--- config.mk ---
export PLATFORM = sky130hd
export DESIGN_NAME = one_wire_bus_master_core_flat
export DESIGN_NICKNAME = d
export VERILOG_FILES = /design/src/rtl/core/owbm_pkg.sv /design/src/rtl/core/owbm_if.sv /design/src/rtl/core/owbm_cfg.sv /design/src/rtl/core/owbm_ctrl.sv /design/src/rtl/core/one_wire_bus_master_core.sv /design/src/flat_wrapper.sv
export SDC_FILE = /design/constraint.sdc
export NUM_CORES = 1
export LEC_CHECK = 0
export BUFFER_PORTS_ARGS = -buffer_cell sky130_fd_sc_hd__buf_2
export CAP_MARGIN = 20
export CORE_ASPECT_RATIO = 1.1
export CORE_MARGIN = 3
export CORE_UTILIZATION = 38
export CTS_CLUSTER_DIAMETER = 30
export DETAILED_ROUTE_END_ITERATION = 10
export GPL_ROUTABILITY_DRIVEN = 0
export PLACE_DENSITY_LB_ADDON = 0.3
export SLEW_MARGIN = 10
export SYNTH_ARGS = -nofsm -noshare
export SYNTH_HDL_FRONTEND = slang
export SYNTH_SLANG_ARGS = --single-unit
--- constraint.sdc ---
create_clock -name clk -period 7.2 [get_ports clk]
set_input_delay 1.44 -clock clk [delete_from_list [all_inputs] [get_ports clk]]
set_output_delay 1.44 -clock clk [all_outputs]
set_load 0.05 [all_outputs]
--- src/rtl/core/owbm_pkg.sv ---
// Shared types, constants and helpers for the 1-Wire bus master core.
// No dependencies.
package owbm_pkg;

  localparam int READ_BITS  = 16;
  localparam int WORD_W     = 16;
  localparam int TICK_W     = 16;
  localparam int BIT_IDX_W  = 5;
  localparam int CFG_IDX_W  = 3;
  localparam int WORD_SHIFT = WORD_W - READ_BITS;

  localparam logic [BIT_IDX_W-1:0] BYTE_BITS = BIT_IDX_W'(8);
  localparam logic [BIT_IDX_W-1:0] WORD_BITS = BIT_IDX_W'(READ_BITS);

  localparam logic [1:0] CMD_NONE  = 2'd0;
  localparam logic [1:0] CMD_RESET = 2'd1;
  localparam logic [1:0] CMD_WRITE = 2'd2;
  localparam logic [1:0] CMD_READ  = 2'd3;

  localparam logic [CFG_IDX_W-1:0] REG_RESET_LOW      = 3'd0;
  localparam logic [CFG_IDX_W-1:0] REG_RESET_RELEASE  = 3'd1;
  localparam logic [CFG_IDX_W-1:0] REG_PRESENCE_TICK  = 3'd2;
  localparam logic [CFG_IDX_W-1:0] REG_ZERO_LOW       = 3'd3;
  localparam logic [CFG_IDX_W-1:0] REG_SHORT_LOW      = 3'd4;
  localparam logic [CFG_IDX_W-1:0] REG_READ_SAMPLE    = 3'd5;
  localparam logic [CFG_IDX_W-1:0] REG_SLOT           = 3'd6;
  localparam logic [CFG_IDX_W-1:0] REG_PULLUP         = 3'd7;

  typedef struct packed {
    logic [TICK_W-1:0] reset_low_ticks;
    logic [TICK_W-1:0] reset_release_ticks;
    logic [TICK_W-1:0] presence_sample_tick;
    logic [TICK_W-1:0] zero_low_ticks;
    logic [TICK_W-1:0] short_low_ticks;
    logic [TICK_W-1:0] read_sample_tick;
    logic [TICK_W-1:0] slot_ticks;
    logic [TICK_W-1:0] pullup_ticks;
  } owbm_cfg_t;

  typedef struct packed {
    logic [1:0] command;
    logic [7:0] write_byte;
    logic       strong_pullup;
    logic       bus_level;
  } owbm_item_t;

  typedef struct packed {
    logic                     drive_low;
    logic                     drive_high;
    logic                     busy_res;
    logic                     done_res;
    logic                     presence;
    logic signed [WORD_W-1:0] read_word;
  } owbm_res_t;

  function automatic logic [TICK_W-1:0] at_least_one(input logic [TICK_W-1:0] v);
    return (v == '0) ? TICK_W'(1) : v;
  endfunction

endpackage

--- src/rtl/core/owbm_if.sv ---
// Valid/ready channel interfaces for the 1-Wire bus master core.
// Depends on owbm_pkg.
interface owbm_in_if import owbm_pkg::*; ();
  logic       valid;
  logic       ready;
  logic [1:0] command;
  logic [7:0] write_byte;
  logic       strong_pullup;
  logic       bus_level;

  modport source (output valid, command, write_byte, strong_pullup, bus_level, input ready);
  modport sink   (input valid, command, write_byte, strong_pullup, bus_level, output ready);
endinterface

interface owbm_out_if import owbm_pkg::*; ();
  logic                     valid;
  logic                     ready;
  logic                     drive_low;
  logic                     drive_high;
  logic                     busy_res;
  logic                     done_res;
  logic                     presence;
  logic signed [WORD_W-1:0] read_word;

  modport source (output valid, drive_low, drive_high, busy_res, done_res, presence,
                  read_word, input ready);
  modport sink   (input valid, drive_low, drive_high, busy_res, done_res, presence,
                  read_word, output ready);
endinterface

--- src/rtl/core/owbm_cfg.sv ---
// Timing register bank for the 1-Wire bus master core.
// Depends on owbm_pkg.
module owbm_cfg import owbm_pkg::*; (
  input  logic                 clk,
  input  logic                 rst_n,
  input  logic                 cfg_we,
  input  logic [CFG_IDX_W-1:0] cfg_index,
  input  logic [TICK_W-1:0]    cfg_wdata,
  output owbm_cfg_t            cfg
);

  owbm_cfg_t cfg_r;

  always_ff @(posedge clk) begin
    if (!rst_n) begin
      cfg_r.reset_low_ticks      <= TICK_W'(480);
      cfg_r.reset_release_ticks  <= TICK_W'(480);
      cfg_r.presence_sample_tick <= TICK_W'(70);
      cfg_r.zero_low_ticks       <= TICK_W'(60);
      cfg_r.short_low_ticks      <= TICK_W'(5);
      cfg_r.read_sample_tick     <= TICK_W'(10);
      cfg_r.slot_ticks           <= TICK_W'(61);
      cfg_r.pullup_ticks         <= TICK_W'(10000);
    end else if (cfg_we) begin
      unique case (cfg_index)
        REG_RESET_LOW:     cfg_r.reset_low_ticks      <= cfg_wdata;
        REG_RESET_RELEASE: cfg_r.reset_release_ticks  <= cfg_wdata;
        REG_PRESENCE_TICK: cfg_r.presence_sample_tick <= cfg_wdata;
        REG_ZERO_LOW:      cfg_r.zero_low_ticks       <= cfg_wdata;
        REG_SHORT_LOW:     cfg_r.short_low_ticks      <= cfg_wdata;
        REG_READ_SAMPLE:   cfg_r.read_sample_tick     <= cfg_wdata;
        REG_SLOT:          cfg_r.slot_ticks           <= cfg_wdata;
        REG_PULLUP:        cfg_r.pullup_ticks         <= cfg_wdata;
        default: ;
      endcase
    end
  end

  assign cfg = cfg_r;

endmodule

--- src/rtl/core/owbm_ctrl.sv ---
// Bus sequencer: phase, tick counter and shift register, one tick per transaction.
// Depends on owbm_pkg.
module owbm_ctrl import owbm_pkg::*; (
  input  logic       clk,
  input  logic       rst_n,
  input  logic       tick_en,
  input  owbm_item_t item,
  input  owbm_cfg_t  cfg,
  output owbm_res_t  res_nxt
);

  localparam logic [2:0] PH_IDLE    = 3'd0;
  localparam logic [2:0] PH_RST_LOW = 3'd1;
  localparam logic [2:0] PH_RST_REL = 3'd2;
  localparam logic [2:0] PH_WRITE   = 3'd3;
  localparam logic [2:0] PH_PULLUP  = 3'd4;
  localparam logic [2:0] PH_READ    = 3'd5;

  logic [2:0]           phase_r, phase_nxt;
  logic [TICK_W-1:0]    tick_r, tick_nxt;
  logic [BIT_IDX_W-1:0] bit_idx_r, bit_idx_nxt;
  logic [WORD_W-1:0]    shift_r, shift_nxt;
  logic                 pullup_r, pullup_nxt;
  logic                 presence_r, presence_nxt;
  logic [WORD_W-1:0]    word_r, word_nxt;
  logic [TICK_W:0]      tick_inc;
  logic [TICK_W-1:0]    low_ticks;

  always_comb begin
    phase_nxt    = phase_r;
    tick_nxt     = tick_r;
    bit_idx_nxt  = bit_idx_r;
    shift_nxt    = shift_r;
    pullup_nxt   = pullup_r;
    presence_nxt = presence_r;
    word_nxt     = word_r;
    res_nxt      = '0;
    low_ticks    = '0;

    if (phase_r == PH_IDLE) begin
      case (item.command)
        CMD_RESET: begin
          phase_nxt    = PH_RST_LOW;
          tick_nxt     = '0;
          presence_nxt = 1'b0;
        end
        CMD_WRITE: begin
          phase_nxt   = PH_WRITE;
          tick_nxt    = '0;
          bit_idx_nxt = '0;
          shift_nxt   = WORD_W'(item.write_byte);
          pullup_nxt  = item.strong_pullup;
        end
        CMD_READ: begin
          phase_nxt   = PH_READ;
          tick_nxt    = '0;
          bit_idx_nxt = '0;
          shift_nxt   = '0;
        end
        default: ;
      endcase
    end

    tick_inc = {1'b0, tick_nxt} + (TICK_W+1)'(1);

    unique case (phase_nxt)
      PH_IDLE: ;
      PH_RST_LOW: begin
        res_nxt.busy_res  = 1'b1;
        res_nxt.drive_low = 1'b1;
        if (tick_inc >= {1'b0, at_least_one(cfg.reset_low_ticks)}) begin
          phase_nxt = PH_RST_REL;
          tick_nxt  = '0;
        end else begin
          tick_nxt = tick_inc[TICK_W-1:0];
        end
      end
      PH_RST_REL: begin
        res_nxt.busy_res = 1'b1;
        if (tick_inc == {1'b0, cfg.presence_sample_tick} && !item.bus_level)
          presence_nxt = 1'b1;
        if (tick_inc >= {1'b0, at_least_one(cfg.reset_release_ticks)}) begin
          res_nxt.done_res = 1'b1;
          phase_nxt        = PH_IDLE;
          tick_nxt         = '0;
        end else begin
          tick_nxt = tick_inc[TICK_W-1:0];
        end
      end
      PH_WRITE: begin
        res_nxt.busy_res  = 1'b1;
        low_ticks         = shift_nxt[0] ? cfg.short_low_ticks : cfg.zero_low_ticks;
        res_nxt.drive_low = (tick_nxt < low_ticks);
        if (tick_inc >= {1'b0, at_least_one(cfg.slot_ticks)}) begin
          tick_nxt    = '0;
          shift_nxt   = shift_nxt >> 1;
          bit_idx_nxt = bit_idx_nxt + BIT_IDX_W'(1);
          if (bit_idx_nxt >= BYTE_BITS) begin
            if (pullup_nxt) begin
              phase_nxt = PH_PULLUP;
            end else begin
              res_nxt.done_res = 1'b1;
              phase_nxt        = PH_IDLE;
            end
          end
        end else begin
          tick_nxt = tick_inc[TICK_W-1:0];
        end
      end
      PH_PULLUP: begin
        res_nxt.busy_res   = 1'b1;
        res_nxt.drive_high = 1'b1;
        if (tick_inc >= {1'b0, at_least_one(cfg.pullup_ticks)}) begin
          res_nxt.done_res = 1'b1;
          phase_nxt        = PH_IDLE;
          tick_nxt         = '0;
          pullup_nxt       = 1'b0;
        end else begin
          tick_nxt = tick_inc[TICK_W-1:0];
        end
      end
      PH_READ: begin
        res_nxt.busy_res = 1'b1;
        if (tick_nxt == '0)
          shift_nxt = shift_nxt >> 1;
        res_nxt.drive_low = (tick_nxt < cfg.short_low_ticks);
        if (tick_nxt == cfg.read_sample_tick && item.bus_level)
          shift_nxt[WORD_W-1] = 1'b1;
        if (tick_inc >= {1'b0, at_least_one(cfg.slot_ticks)}) begin
          tick_nxt    = '0;
          bit_idx_nxt = bit_idx_nxt + BIT_IDX_W'(1);
          if (bit_idx_nxt >= WORD_BITS) begin
            word_nxt         = shift_nxt >> WORD_SHIFT;
            res_nxt.done_res = 1'b1;
            phase_nxt        = PH_IDLE;
          end
        end else begin
          tick_nxt = tick_inc[TICK_W-1:0];
        end
      end
      default: phase_nxt = PH_IDLE;
    endcase

    res_nxt.presence  = presence_nxt;
    res_nxt.read_word = $signed(word_nxt);
  end

  always_ff @(posedge clk) begin
    if (!rst_n) begin
      phase_r    <= PH_IDLE;
      tick_r     <= '0;
      bit_idx_r  <= '0;
      shift_r    <= '0;
      pullup_r   <= 1'b0;
      presence_r <= 1'b0;
      word_r     <= '0;
    end else if (tick_en) begin
      phase_r    <= phase_nxt;
      tick_r     <= tick_nxt;
      bit_idx_r  <= bit_idx_nxt;
      shift_r    <= shift_nxt;
      pullup_r   <= pullup_nxt;
      presence_r <= presence_nxt;
      word_r     <= word_nxt;
    end
  end

endmodule

--- src/rtl/core/one_wire_bus_master_core.sv ---
// 1-Wire bus master core: one tick per input transaction, one result per tick.
// Timing registers, sequencer and a registered result stage.
// Depends on owbm_pkg, owbm_if, owbm_cfg and owbm_ctrl.

// Each input transaction is one bus tick and yields exactly one result transaction,
// presented from the output register on the clock after acceptance. One tick is
// accepted every cycle unless the output stalls: the output register lets a new
// tick in whenever its held result is being taken or it is empty. Commands are
// taken only on ticks while no command is in progress, else ignored. Slot timings
// are counted in ticks from the eight cfg registers, which the user must ensure
// are written only while no command is running; the block does not enforce it.

module one_wire_bus_master_core import owbm_pkg::*; (
  input  logic                 clk,
  input  logic                 rst_n,
  owbm_in_if.sink              in_if,
  owbm_out_if.source           out_if,
  input  logic                 cfg_we,
  input  logic [CFG_IDX_W-1:0] cfg_index,
  input  logic [TICK_W-1:0]    cfg_wdata
);

  owbm_cfg_t  cfg;
  owbm_item_t item;
  owbm_res_t  res_nxt;
  owbm_res_t  res_r;
  logic       out_valid_r;
  logic       in_fire;

  assign in_if.ready = !out_valid_r || out_if.ready;
  assign in_fire     = in_if.valid && in_if.ready;

  assign item.command       = in_if.command;
  assign item.write_byte    = in_if.write_byte;
  assign item.strong_pullup = in_if.strong_pullup;
  assign item.bus_level     = in_if.bus_level;

  owbm_cfg u_cfg (
    .clk       (clk),
    .rst_n     (rst_n),
    .cfg_we    (cfg_we),
    .cfg_index (cfg_index),
    .cfg_wdata (cfg_wdata),
    .cfg       (cfg)
  );

  owbm_ctrl u_ctrl (
    .clk     (clk),
    .rst_n   (rst_n),
    .tick_en (in_fire),
    .item    (item),
    .cfg     (cfg),
    .res_nxt (res_nxt)
  );

  always_ff @(posedge clk) begin
    if (!rst_n) begin
      out_valid_r <= 1'b0;
    end else if (in_if.ready) begin
      out_valid_r <= in_if.valid;
    end
  end

  always_ff @(posedge clk) begin
    if (in_fire) begin
      res_r <= res_nxt;
    end
  end

  assign out_if.valid      = out_valid_r;
  assign out_if.drive_low  = res_r.drive_low;
  assign out_if.drive_high = res_r.drive_high;
  assign out_if.busy_res   = res_r.busy_res;
  assign out_if.done_res   = res_r.done_res;
  assign out_if.presence   = res_r.presence;
  assign out_if.read_word  = res_r.read_word;

  a_no_contention: assert property (@(posedge clk) disable iff (!rst_n)
    out_valid_r |-> !(res_r.drive_low && res_r.drive_high))
    else $error("bus driven low and high on the same tick");

  a_done_busy: assert property (@(posedge clk) disable iff (!rst_n)
    out_valid_r && res_r.done_res |-> res_r.busy_res)
    else $error("done reported outside a command");

  a_result_follows: assert property (@(posedge clk) disable iff (!rst_n)
    in_fire |=> out_valid_r)
    else $error("accepted tick produced no result");

  a_result_held: assert property (@(posedge clk) disable iff (!rst_n)
    out_valid_r && !out_if.ready |=> out_valid_r && $stable(res_r))
    else $error("stalled result changed");

endmodule
--- src/flat_wrapper.sv ---
// flat-port wrapper written by rule: the top's interface ports become plain ports
module one_wire_bus_master_core_flat import owbm_pkg::*;
  (clk, rst_n, cfg_we, cfg_index, cfg_wdata, in_if_valid, in_if_command, in_if_write_byte, in_if_strong_pullup, in_if_bus_level, in_if_ready, out_if_valid, out_if_drive_low, out_if_drive_high, out_if_busy_res, out_if_done_res, out_if_presence, out_if_read_word, out_if_ready);
  owbm_in_if in_if_i ();
  owbm_out_if out_if_i ();
  input  logic clk;
  input  logic rst_n;
  input  logic cfg_we;
  input  logic [CFG_IDX_W-1:0] cfg_index;
  input  logic [TICK_W-1:0] cfg_wdata;
  input wire logic [$bits(in_if_i.valid)-1:0] in_if_valid;
  input wire logic [$bits(in_if_i.command)-1:0] in_if_command;
  input wire logic [$bits(in_if_i.write_byte)-1:0] in_if_write_byte;
  input wire logic [$bits(in_if_i.strong_pullup)-1:0] in_if_strong_pullup;
  input wire logic [$bits(in_if_i.bus_level)-1:0] in_if_bus_level;
  output wire logic [$bits(in_if_i.ready)-1:0] in_if_ready;
  output wire logic [$bits(out_if_i.valid)-1:0] out_if_valid;
  output wire logic [$bits(out_if_i.drive_low)-1:0] out_if_drive_low;
  output wire logic [$bits(out_if_i.drive_high)-1:0] out_if_drive_high;
  output wire logic [$bits(out_if_i.busy_res)-1:0] out_if_busy_res;
  output wire logic [$bits(out_if_i.done_res)-1:0] out_if_done_res;
  output wire logic [$bits(out_if_i.presence)-1:0] out_if_presence;
  output wire logic [$bits(out_if_i.read_word)-1:0] out_if_read_word;
  input wire logic [$bits(out_if_i.ready)-1:0] out_if_ready;
  assign in_if_i.valid = in_if_valid;
  assign in_if_i.command = in_if_command;
  assign in_if_i.write_byte = in_if_write_byte;
  assign in_if_i.strong_pullup = in_if_strong_pullup;
  assign in_if_i.bus_level = in_if_bus_level;
  assign in_if_ready = in_if_i.ready;
  assign out_if_valid = out_if_i.valid;
  assign out_if_drive_low = out_if_i.drive_low;
  assign out_if_drive_high = out_if_i.drive_high;
  assign out_if_busy_res = out_if_i.busy_res;
  assign out_if_done_res = out_if_i.done_res;
  assign out_if_presence = out_if_i.presence;
  assign out_if_read_word = out_if_i.read_word;
  assign out_if_i.ready = out_if_ready;
  one_wire_bus_master_core u_core (.clk(clk), .rst_n(rst_n), .in_if(in_if_i), .out_if(out_if_i), .cfg_we(cfg_we), .cfg_index(cfg_index), .cfg_wdata(cfg_wdata));
endmodule
==> results.tsv <==
stage	metric	value	unit
routing	Pre-Repair DR Iteration Count	5	
routing	WL final	39.7	mm
final_layout	Multi-input gate area	7140	um2
synth	Synth area leader	dfxtp_1	
sta	Rel. slew slack	0.371	
clock_network	number of H-tree levels	2	
clock_network	Clock Pin Slew Worst Setup and Hold Paths	0.05	ns
synth	YS warnings	0	
setup_path	Critical Path Source Type	input port	
clock_network	CTS resizes	0	
routing	Via Count	11700	
hold_path	hold path endpoint	u_core.u_cfg.cfg[54]	
sta	max-slew violations	0	
final_layout	# diodes	0	
global_routing	largest net degree at the start of global routing	80	
clock_network	Root Buffer Master	clkbuf_16	
setup_path	crit path from	in_if_command[1]	
sta	Final Hold Fails	0	
clock_network	Max clock buf depth	3	
sta	RSZ-0062 raised after global routing	no	
final_layout	cell area after layout	14900	um2
floorplanning	die area	34500	um2
power_and_ir_drop	Cell Pwr Density	285	nW/um2
final_layout	fillers	3097	
setup_path	CP Class	in -> reg	
hold_path	worst min path class	reg -> reg	
global_routing	first-pass GRT wire length	62.6	mm
floorplanning	Die H	195	um
floorplanning	IO Count	59	
final_layout	Layout area overhead	21.4	%
setup_path	critical path's largest stage delay	0.43	ns
synth	top-area cell type share of the netlist area	0.305	
routing	DR WL/cell	19.1	um
setup_path	CP Capture Type	flop	
global_routing	initial antenna violation count	0	
synth	Post-synth EDFFs	21	
placed_design	post-place instance area	12900	um2
final_layout	nets@finish	1739	
clock_network	post-CTS setup repair buffer count	0	
hold_path	min-delay src	u_core.u_cfg.cfg[54]	
power_and_ir_drop	Static Leak	5.99	nW
setup_path	reg2reg setup slack	1.65	ns
setup_path	Worst Path Required	7.61	ns
sta	setup violation total in the final timing report	0	
setup_path	crit-path max FO	16	
routing	Vias/cell	5.62	
placed_design	buffers added on ports	58	
final_layout	share of layout cells above drive strength 1	0.137	
sta	Final min period	5.98	ns
power_and_ir_drop	VDD IR max	0.247	mV
setup_path	CP Data Arrival Time	6.39	ns
clock_network	CTS tree	yes	
synth	top cells by area, synth	dfxtp_1 30%, nand2_1 9.8%, ha_1 9.1%, a21oi_1 7.3%, edfxtp_1 5.1%	
synth	Post-Synthesis Cells	1571	
setup_path	Slowest cell on crit path	nor4bb_1	
synth	register area share after synthesis	0.356	
final_layout	Reg area	4370	um2
job	max-cap viol count	0	
setup_path	crit path cell chain	buf_2, nor2_1, o21ai_0, inv_1, ha_1, nand2_1, nor3_1, nor4bb_1, xnor2_1, inv_1, ha_1, nand3_1, nor4_1, nor4_1, maj3_1, o22ai_1, nand2_1, a2111oi_4, buf_4, a221oi_1	
synth	Syn Std Cell Area	12300	um2
synth	Synth async-reset ratio	0	
floorplanning	Initial Utilization	0.388	
sta	worst slew pin tran	0.944	ns
clock_network	Sink Count	208	
floorplanning	Std-Cell Rows	68	
routing	DRT antenna net count	0	
power_and_ir_drop	Total Power	0.00426	W
sta	final setup TNS	0	ns
sta	post-route clock period utilization	0.831	
synth	mean post-synth cell area	7.82	um2
setup_path	Worst R2R End	u_core.u_ctrl.shift_r[14]	
hold_path	hold path depth	2	
synth	Net Count, Synth	1696	
synth	Synth cell types	85	
synth	Synth Register Bits	208	
placed_design	HPWL after detailed placement	26.6	mm
run_status	status	completed	
sta	Max Clock Freq	0.167	GHz
routing	Iteration-0 DRC Markers	1077	
sta	clk_skew	0.0402	ns
routing	DRC viols	0	
floorplanning	Die W	177	um
global_routing	vias in the first global route	11500	
placed_design	dpl ws	0.816	ns
global_routing	Total GRT Usage	0.227	
global_routing	GRT overflow	0	
setup_path	worst reg2reg path depth	17	
setup_path	Critical R2R Launch	u_core.u_ctrl.phase_r[1]	
clock_network	total CTS buffers	53	
clock_network	Hold Buf Count CTS	0	
floorplanning	placeable core area	31700	um2
clock_network	Clk Latency, worst-skew pair	0.58	ns
synth	Main synth FF type	dfxtp_1	
sta	final worst slack	1.22	ns
[per-layer routing]
metal  global-route usage  vias to the layer above  part of all wire
li1                     -                     5615                 -
met1                0.311                     5514              0.45
met2                0.360                      450              0.45
met3               0.0367                      102             0.067
met4               0.0835                        0             0.033
met5                    0                        -                 0
[where the power goes]
group	total, W	internal (W)	switching, W
Clock	0.00260	0.00181	0.000784
Sequential	0.00124	0.00121	0.0000273
Combinational	0.000428	0.000127	0.000301
[cell usage after synthesis, drive strengths merged, types with 23 or more instances]
| library cell | instances |
|---|---|
| a21oi | 180 |
| clkbuf | 85 |
| dfxtp | 187 |
| ha | 89 |
| inv | 98 |
| mux2i | 24 |
| nand2 | 322 |
| nand3 | 54 |
| nor2 | 81 |
| nor3 | 24 |
| nor4 | 23 |
| o211ai | 30 |
| o21ai | 71 |
| xnor2 | 29 |
[how the worst max path moves through the flow]
stage	end	slack [ns]	depth (start not counted)
6_report	u_core.u_ctrl.tick_r[8]	1.22	20
5_1_grt	u_core.u_ctrl.shift_r[10]	0.88	17
4_1_cts	u_core.u_ctrl.tick_r[8]	1.33	20
3_5_place_dp	u_core.u_ctrl.tick_r[8]	0.82	20
3_3_place_gp	u_core.u_ctrl.tick_r[8]	1.01	20
2_1_floorplan	u_core.u_ctrl.tick_r[0]	1.23	20
[cell families after synthesis]
group | synth area share
compound gates | 0.199
xor+xnor | 0.0332
fa+ha+maj | 0.0939
buf+inv | 0.0642
flops | 0.356
mux | 0.0364
simple gates | 0.218
[final cells by class]
cell class,count,area share
Multi-Input combinational cell,1164,0.478
Sequential cell,208,0.293
Clock buffer,67,0.0984
Clock inverter,33,0.0352
Tap cell,420,0.0352
Timing Repair Buffer,88,0.0345
Inverter,99,0.0250
[flip-flops by register name, indices dropped and copies added (netlist names), 3 cells and up]
register,cells
u_core.out_if.read_word,16
u_core.u_cfg.cfg,128
u_core.u_ctrl.tick_r,16
u_core.u_ctrl.word_r,16
u_core.u_ctrl.shift_r,16
u_core.u_ctrl.bit_idx_r,5
u_core.u_ctrl.phase_r,3
[worst max-delay path: cells and delay by family]
family | cells | cell delay [ns]
AOI/OAI and AO/OA | 4 | 0.90
xor gates and xnor gates | 1 | 0.26
adders and majority gates | 3 | 0.90
buffers and inverters | 4 | 0.81
and+or+nand+nor | 8 | 2.06
[placed cells by master, fill, tap and decap left out, types with 9 or more instances in the layout]
| master | n |
|---|---|
| mux2i_1 | 22 |
| nor3_1 | 21 |
| edfxtp_1 | 21 |
| ha_1 | 89 |
| o211ai_1 | 30 |
| a31oi_1 | 14 |
| and2_1 | 9 |
| a21oi_1 | 180 |
| a21o_1 | 16 |
| o31ai_1 | 14 |
| mux2_2 | 16 |
| nand3_1 | 53 |
| nor4_1 | 22 |
| buf_2 | 58 |
| nand2_1 | 322 |
| dfxtp_1 | 187 |
| buf_4 | 30 |
| clkbuf_8 | 9 |
| o21ai_0 | 61 |
| nor2_1 | 80 |
| clkbuf_16 | 53 |
| nand4_1 | 20 |
| inv_1 | 96 |
| xor2_1 | 15 |
| bufinv_16 | 10 |
| o22ai_1 | 10 |
| xnor2_1 | 29 |
| nor3b_1 | 9 |
| nor2b_1 | 9 |
[per-stage QoR]
step                hold WS [ns]  utilization  instances
finish                     0.454        0.471       2079
global route               0.473        0.471       2079
CTS                        0.456        0.471       2075
detailed placement         0.445        0.407       1975
global placement           0.442        0.407       1975
floorplan                  0.434            -       1571
Note: power is estimated with default switching activity, not from simulation.
